==> config.mk <==
export PLATFORM = sky130hd
export DESIGN_NAME = bsm_divsqrt
export DESIGN_NICKNAME = d
export VERILOG_FILES = /design/src/hw/rtl/bsm_pkg.sv /design/src/hw/rtl/bsm_divsqrt.sv
export SDC_FILE = /design/constraint.sdc
export NUM_CORES = 1
export LEC_CHECK = 0
export BUFFER_PORTS_ARGS = -buffer_cell sky130_fd_sc_hd__buf_2
export CAP_MARGIN = 20
export CORE_MARGIN = 1
export CORE_UTILIZATION = 62
export DETAILED_ROUTE_END_ITERATION = 8
export PLACE_DENSITY_LB_ADDON = 0.12
export SLEW_MARGIN = 20
export SYNTH_ARGS = -nofsm -noshare
export SYNTH_HDL_FRONTEND = slang
export SYNTH_SLANG_ARGS = --single-unit
==> constraint.sdc <==
create_clock -name clk -period 10.9 [get_ports clk]
set_clock_uncertainty 0.2 [all_clocks]
set_input_delay 1.09 -clock clk [delete_from_list [all_inputs] [get_ports clk]]
set_output_delay 1.09 -clock clk [all_outputs]
set_load 0.05 [all_outputs]
==> src/hw/rtl/bsm_pkg.sv <==
package bsm_pkg;

  localparam int FRAC_BITS_DEF = 16;
  localparam int COORD_W = 32;
  localparam int RAD_W = 31;
  localparam int DIFF_W = 33;
  localparam int SUMSQ_W = 67;
  localparam int ROOT_W = 34;
  localparam int NUM_W = 68;
  localparam int DIV_W = 36;

  localparam logic [1:0] MODE_LOAD = 2'd0;
  localparam logic [1:0] MODE_POINT = 2'd1;
  localparam logic [1:0] MODE_SPHERE = 2'd2;

  localparam logic [RAD_W-1:0] RAD_MAX = {RAD_W{1'b1}};

endpackage

==> src/hw/rtl/bsm_divsqrt.sv <==
// shared restoring unit: square root (one result bit a cycle) or divide (one bit a cycle)
module bsm_divsqrt
  import bsm_pkg::*;
(
  input  logic                clk,
  input  logic                rst_n,
  input  logic                start,
  input  logic                is_sqrt,
  input  logic [NUM_W-1:0]    num,
  input  logic [DIV_W-1:0]    dvs,
  output logic                done,
  output logic [NUM_W-1:0]    quo
);

  logic [NUM_W-1:0]   n_r, n_nxt;
  logic [NUM_W-1:0]   q_r, q_nxt;
  logic [DIV_W+1:0]   rem_r, rem_nxt;
  logic [DIV_W-1:0]   dv_r, dv_nxt;
  logic [6:0]         cnt_r, cnt_nxt;
  logic               busy_r, busy_nxt;
  logic               sq_r, sq_nxt;
  logic               done_r, done_nxt;
  logic [DIV_W+1:0]   trial;
  logic [DIV_W+1:0]   sub;
  logic               ge;

  assign done = done_r;
  assign quo  = q_r;

  always_comb begin
    if (sq_r) begin
      trial = {rem_r[DIV_W-1:0], n_r[NUM_W-1 -: 2]};
      sub   = {q_r[DIV_W-1:0], 2'b01};
    end else begin
      trial = {rem_r[DIV_W:0], n_r[NUM_W-1]};
      sub   = {2'b00, dv_r};
    end
    ge = trial >= sub;
  end

  always_comb begin
    n_nxt = n_r; q_nxt = q_r; rem_nxt = rem_r; dv_nxt = dv_r;
    cnt_nxt = cnt_r; busy_nxt = busy_r; sq_nxt = sq_r; done_nxt = 1'b0;
    if (start) begin
      n_nxt = num; dv_nxt = dvs; sq_nxt = is_sqrt; q_nxt = '0; rem_nxt = '0;
      cnt_nxt = is_sqrt ? 7'(NUM_W/2) : 7'(NUM_W);
      busy_nxt = 1'b1;
    end else if (busy_r) begin
      n_nxt = sq_r ? {n_r[NUM_W-3:0], 2'b00} : {n_r[NUM_W-2:0], 1'b0};
      rem_nxt = ge ? trial - sub : trial;
      q_nxt = {q_r[NUM_W-2:0], ge};
      cnt_nxt = cnt_r - 7'd1;
      if (cnt_r == 7'd1) begin
        busy_nxt = 1'b0;
        done_nxt = 1'b1;
      end
    end
  end

  always_ff @(posedge clk) begin
    if (!rst_n) begin
      busy_r <= 1'b0;
      done_r <= 1'b0;
      cnt_r  <= '0;
    end else begin
      busy_r <= busy_nxt;
      done_r <= done_nxt;
      cnt_r  <= cnt_nxt;
    end
    n_r <= n_nxt; q_r <= q_nxt; rem_r <= rem_nxt; dv_r <= dv_nxt; sq_r <= sq_nxt;
  end

endmodule

==> results of run 1 <==
==> placed cells by master, fill, tap and decap left out, drive strengths merged, types with 3 or more instances in the layout <==
cell type    n
a22o         5
a211oi       9
o31ai        4
nand2      151
nor2b       10
mux2        39
and2         7
or3          6
o21ai       94
nand4       10
o21a         9
nand3        9
a2111oi      4
o21bai       5
nor3        11
clkbuf      36
a311oi      21
ha          40
nand2b       6
xor2         9
a21oi       39
and4         3
xnor2       24
inv         15
dfxtp      114
nor2       126
and3         3
mux2i      173
edfxtp     105
a21o        17
buf        183
clkinv       5
==> cell families (layout without fill, tap and decap cells) <==
group	count (synthesis)	after routing	synth area share, %
fa+ha+maj	41	41	4.38
flops	219	219	45.7
simple gates	352	352	13.0
xor+xnor	33	33	2.43
buf+inv	84	240	2.98
mux	212	212	18.4
compound gates	227	227	13.1
other cells	0	1	0
==> worst min-delay path by stage <==
stage	from	to	slack (ns)	cells after the start
after floorplan	rem_r[1]	rem_r[1]	0.25	1
after global placement	rem_r[13]	rem_r[13]	0.28	2
after detailed placement	rem_r[23]	rem_r[23]	0.29	2
after CTS	rem_r[4]	rem_r[4]	0.30	2
after global routing	rem_r[2]	rem_r[2]	0.32	2
final	rem_r[3]	rem_r[3]	0.30	2
==> flip-flops by register name, indices dropped and copies added, names as in the netlist <==
register,flops
cnt_r,7
rem_r,37
busy_r,1
done,1
n_r,68
dv_r,36
sq_r,1
quo,68
==> report_power, final <==
| group | switching (W) | internal (W) |
|---|---|---|
| clock network | 0.000309 | 0.000430 |
| logic | 0.000462 | 0.000348 |
| registers | 0.0000463 | 0.000941 |
| total | 0.000817 | 0.00172 |
==> tightest hold or removal path: cells and delay by family, from the launching register on <==
family / cells / cell delay [ns]
flip-flops: 1 / 0.32
AND/OR/NAND/NOR: 1 / 0.08
AO/OA/AOI/OAI: 1 / 0.05
==> routing by layer <==
metal | part of all wire [%] | track usage (%)
met5 | 0.048 | 0
met4 | 2.8 | 8.21
met3 | 4.1 | 3.11
met2 | 47 | 41.8
met1 | 46 | 33.7
==> through the flow <==
stage | hold WS (ns) | util (%) | worst slack, ns
floorplan | 0.254 | - | 6.20
global placement | 0.282 | 68.3 | 5.31
detailed placement | 0.288 | 68.3 | 5.16
CTS | 0.297 | 72.1 | 5.15
global route | 0.315 | 72.1 | 4.82
finish | 0.296 | 72.2 | 5.15
==> cells in the mapped netlist (4+ instances only) <==
library cell,n
mux2i_1,173
nand2_1,151
nor2_1,125
dfxtp_1,114
edfxtp_1,105
o21ai_0,92
clkbuf_1,46
ha_1,40
a21oi_1,36
mux2_2,35
xnor2_1,24
a311oi_1,19
a21o_1,17
buf_1,17
inv_1,14
nand4_1,10
nor3_1,10
a211oi_1,9
nor2b_1,9
o21a_1,9
xor2_1,9
and2_1,7
nand3_1,7
nand2b_1,6
a22o_1,5
o21bai_1,5
or3_1,5
buf_6,4
mux2_4,4
==> cell type report <==
type	instances	share of cell area [%]
Inverter	14	0.388
Multi-Input combinational cell	865	45.0
Antenna cell	1	0.0185
Clock buffer	35	4.73
Clock inverter	7	0.499
Tap cell	234	2.16
Timing Repair Buffer	184	7.04
Sequential cell	219	40.2
==> flow_summary.toml, run 1 <==
[timing]
tightest_slew_ns = 1.11
layout_worst_path_cycle_share_pct = 52.8
grt_setup_unrepaired = "false"
max_freq_ghz = 0.174
hold_violations = 0
slew_headroom_pct = 25.7
finalSetupTns_ns = 0
finalSetupViolations = 0
layout_min_cycle_time_ns = 5.75
finalMaxSlewViolations = 0

[setup_path]
max_stage_delay_ns = 0.97
endpoint = "rem_r[22]"
worst-path-buf-inv = 2
worstPathRequired_ns = 11.10
crit_fanout = 62
worst-setup-path-type = "flip-flop to flip-flop"
r2r_start = "sq_r"
critPathTopFamily = "simple AND/OR/NAND/NOR gates"
cp-start-kind = "flip-flop"
endpoint_kind = "flip-flop"
reg2reg_depth = 12
crit_chain = "buf_4 > mux2_2 > ha_1 > a21o_1 > or4_1 > a41oi_2 > o221a_4 > a21oi_4 > nor2_1 > buf_4 > nand2_1 > a311oi_1"
crit_arrival_ns = 5.95
critical_path.startpoint = "sq_r"
crit_top_cell = "buf_4"
slowest_stage = "edfxtp_1"
r2r_end = "rem_r[22]"
r2r_slack_ns = 5.15
worst-path-stages = 12

[clock_tree]
cts.sinks = 219
postCtsHoldBufs = 0
cts.reportedPaths.clkPinSlew_ns = 0.06
clockBufferDepth = 3
cts_resized = 0
cts_buffers = 23
cts-root-buf = "clkbuf_16"
post_cts_buffers = 0
cts_tree = "built"
htreeDepth = 1
clk-insertion-delay-late_ns = 0.52

[layout]
areaGrowthSynthToFinish_pct = 14.0
num-fill-cells = 1434
seq_area_um2 = 5440
final_cells = 1559
fin_area_um2 = 13500
multi_input_area_um2 = 6090
drive_gt1_share_pct = 21.1
nNetsFinal = 1456

[floorplanning]
die_area_um2 = 19700
dieWidth_um = 140
fp-row-count = 50
core_area_um2 = 18800
die_y_um = 140
start_util_pct = 63.3
pin_count = 177

[power_and_ir_drop]
report.power.total_w = 0.00254
power_density_nw_per_um2 = 187
p_leak_nw = 5.95
peakVddDrop_mv = 0.152

[yosys]
synthCells = 1168
synth_edf_count = 105
yosysWarnings = 0
synth_area_leaders = "edfxtp_1, dfxtp_1, mux2i_1"
yosysSeqAreaShare_pct = 45.7
yosysTopAreaCell = "edfxtp_1"
yosysUniqueCellTypes = 72
syn_area_per_cell_um2 = 10.2
ys_ff_latch = 219
ys.flop_type = "dfxtp_1"
syn-num-nets = 1317
synth_top_area_share_pct = 26.5
async_reset_ff_share_pct = 0
syn-cell-area_um2 = 11900

[global_route]
grt_pass1_vias = 8360
antenna_found_initial = 1
grt_use_total_pct = 25.0
grt_pass1_wl_mm = 40.5
grt_max_degree = 113
grt_overflow = 0

[placement]
place_congestion = 0.964
postPlaceCellArea_um2 = 12800
place_inst = 1516
io_buffers = 176
hpwl_mm = 16.8

[flow_run]
maxCapViolCount = 0

[drt]
via_per_inst = 5.74
antenna_left = 0
drt-pass1-iter-count = 5
post_drt_wl_per_cell_um = 15.9
wirelength_mm = 24.8
vias = 8953
drt-initial-drc-count = 465
drc_errors = 0

[run_status]
outcome = "complete, no violations"

[hold_path]
worst_hold_path_type = "flip-flop to flip-flop"
Note: power is estimated with default switching activity, not from simulation.
==> run 2: changes to the inputs <==
--- a/config.mk
+++ b/config.mk
@@ -5,10 +5,11 @@
 export SDC_FILE = /design/constraint.sdc
 export NUM_CORES = 1
 export LEC_CHECK = 0
+export ABC_AREA = 1
 export BUFFER_PORTS_ARGS = -buffer_cell sky130_fd_sc_hd__buf_2
 export CAP_MARGIN = 20
 export CORE_MARGIN = 1
-export CORE_UTILIZATION = 62
+export CORE_UTILIZATION = 53
 export DETAILED_ROUTE_END_ITERATION = 8
 export PLACE_DENSITY_LB_ADDON = 0.12
 export SLEW_MARGIN = 20
==> constraint.sdc (replaced) <==
create_clock -name clk -period 4.9 [get_ports clk]
set_clock_uncertainty 0.2 [all_clocks]
set_input_delay 0.49 -clock clk [delete_from_list [all_inputs] [get_ports clk]]
set_output_delay 0.49 -clock clk [all_outputs]
set_load 0.05 [all_outputs]
==> flow_summary.toml, run 2 <==
[run_status]
outcome = "complete, no violations"

[placement]
io_buffers = 176
postPlaceCellArea_um2 = 13600
hpwl_mm = 25.2
place_inst = 2187
place_congestion = 0.961

[timing]
slew_headroom_pct = 37.2
finalSetupTns_ns = 0
grt_setup_unrepaired = "false"
hold_violations = 0
layout_worst_path_cycle_share_pct = 81.0
layout_min_cycle_time_ns = 3.97
max_freq_ghz = 0.252
tightest_slew_ns = 0.942
finalSetupViolations = 0
whs_ns = 0.0188
finalMaxSlewViolations = 0

[yosys]
synth_area_leaders = "edfxtp_1, dfxtp_1, nand2_1"
yosysWarnings = 0
syn-num-nets = 1914
syn-cell-area_um2 = 12500
synth_top_area_share_pct = 25.2
yosysMostFrequentCell = "nand2_1"
synth_common_cells = "nand2_1, inv_1, a21oi_1"
yosysSeqAreaShare_pct = 43.4
ys_ff_latch = 219
yosysTopAreaCell = "edfxtp_1"
syn_area_per_cell_um2 = 7.09
ys.flop_type = "dfxtp_1"
synth_edf_count = 105
synthCells = 1765
yosysUniqueCellTypes = 35
async_reset_ff_share_pct = 0

[setup_path]
crit_arrival_ns = 4.20
critPathTopFamily = "simple AND/OR/NAND/NOR gates"
r2r_start = "sq_r"
endpoint_kind = "flip-flop"
cp-start-kind = "flip-flop"
r2r_slack_ns = 0.93
slowest_stage = "o21ai_0"
crit_chain = "buf_12 > o21ai_0 > ha_1 > nand2_1 > nand2_1 > nand2_1 > nand2_1 > nand2_1 > nand2_1 > nand2_1 > nand2_1 > nand2_1 > nand4_1 > buf_4 > nand2_1 > nand2_1 > nand2_1 > nand2_1"
crit_top_cell = "nand2_1"
worstPathRequired_ns = 5.13
worst-setup-path-type = "flip-flop to flip-flop"
max_stage_delay_ns = 0.66
crit_fanout = 150
reg2reg_depth = 18
worst-path-stages = 18
r2r_end = "rem_r[17]"
worst-path-buf-inv = 2

[hold_path]
hold_end = "cnt_r[1]"
min_from = "rst_n"
worst_hold_path_type = "input pin to flip-flop"
hold_path_depth = 3

[floorplanning]
die_area_um2 = 24200
fp-row-count = 55
pin_count = 177
start_util_pct = 54.6
die_y_um = 156
dieWidth_um = 156
core_area_um2 = 22900

[layout]
n_antenna_cell = 0
fin_area_um2 = 14700
drive_gt1_share_pct = 13.7
multi_input_area_um2 = 5840
final_common_cell = "nand2_1"
final_cell_mix = "nand2_1, inv_1, buf_2"
num-fill-cells = 2096
nNetsFinal = 2086
final_cells = 2268
areaGrowthSynthToFinish_pct = 17.9
utilization_pct = 64.4
seq_area_um2 = 5440

[clock_tree]
cts_resized = 0
clockBufferDepth = 3
cts_tree = "built"
cts-root-buf = "clkbuf_16"
htreeDepth = 1
cts.reportedPaths.clkPinSlew_ns = 0.06
cts.sinks = 219
clk-insertion-delay-late_ns = 0.54
cts_buffers = 24

[drt]
drt-pass1-iter-count = 6
via_per_inst = 5.24
wirelength_mm = 35.5
drt-initial-drc-count = 987
post_drt_wl_per_cell_um = 15.7
antenna_left = 0
drc_errors = 0
vias = 11892

[power_and_ir_drop]
switching_share_pct = 40.3
p_int_w = 0.00419
pwr-share-seq_pct = 32.4
power.net_switching_w = 0.00283
power_density_nw_per_um2 = 475
p_leak_nw = 7.18
peakVddDrop_mv = 0.342
p_clk_share_pct = 26.5
combPwrFrac_pct = 41.0

[global_route]
grt_overflow = 0
grt_pass1_wl_mm = 57.2
grt_max_degree = 151
grt_use_total_pct = 29.7
grt_pass1_vias = 11058
antenna_found_initial = 0

[flow_run]
maxCapViolCount = 0
-- run 2: changes by cell type in the layout (fill, tap and decap cells not counted), moves of 15 or more --
cell,before,now
a21o_1,17,2
a21oi_1,36,159
a311oi_1,19,0
dlygate4sd3_1,0,37
inv_1,13,226
mux2_2,35,0
mux2i_1,173,1
nand2_1,151,582
nand3_1,7,86
o22ai_1,2,68
xnor2_1,24,5
-- run 2: cell families (layout without fill, tap and decap cells) --
| family | count (synthesis) | in the layout | share of synthesized area (%) |
|---|---|---|---|
| mux | 1 | 1 | 0.0800 |
| fa+ha+maj | 41 | 41 | 4.16 |
| xor+xnor | 18 | 18 | 1.26 |
| compound gates | 317 | 317 | 13.6 |
| buf+inv | 319 | 509 | 10.0 |
| flops | 219 | 219 | 43.4 |
| simple gates | 850 | 850 | 27.5 |
-- run 2: layer usage --
layer  global-route usage, %  vias to the layer above  share of wire, %
li1                        -                     6034                 -
met1                    45.0                     5443                48
met2                    43.9                      370                42
met3                    5.83                       45               7.9
met4                    5.84                        0               1.5
met5                       0                        -                 0
-- run 2: power by group through the flow --
stage / Clock, W / Combinational, W / Sequential, W
CTS: 0.00188 / 0.00285 / 0.00227
global placement: 0 / 0.00280 / 0.00230
finish: 0.00186 / 0.00288 / 0.00227
detailed placement: 0 / 0.00281 / 0.00230
global route: 0.00195 / 0.00328 / 0.00230
floorplan: 0 / 0.00218 / 0.00228
-- run 2: worst max-delay path by stage --
stage,endpoint,from,slack [ns]
3_3_place_gp,rem_r[14],sq_r,1.04
3_5_place_dp,rem_r[17],sq_r,1.02
4_1_cts,rem_r[17],sq_r,1.02
5_1_grt,rem_r[14],sq_r,0.65
6_report,rem_r[17],sq_r,0.93
2_1_floorplan,n_r[0],start,1.33
-- run 2: worst min-delay path: cells and delay by family --
kind / cells / cell delay [ns]
AO/OA/AOI/OAI: 1 / 0.08
buffers and inverters: 2 / 0.15
-- run 2: area by class of cell --
cell class                      instances  share of cell area (%)
Clock buffer                           37                    4.84
Timing Repair Buffer                  224                    9.23
Clock inverter                          7                   0.696
Multi-Input combinational cell       1227                    39.6
Sequential cell                       219                    36.9
Inverter                              241                    6.16
Tap cell                              313                    2.66
-- run 2: metrics by stage --
stage / setup WS [ns] / total power [W]
after floorplan: 1.33 / 0.00446
after global placement: 1.04 / 0.00510
after detailed placement: 1.02 / 0.00511
after CTS: 1.02 / 0.00700
after global routing: 0.654 / 0.00752
final: 0.931 / 0.00701
-- run 2: timing repair --
action | CTS | global route
hold endpoints to repair | 37 | 0
hold buffers | 37 | 0
setup buffers | 0 | 0
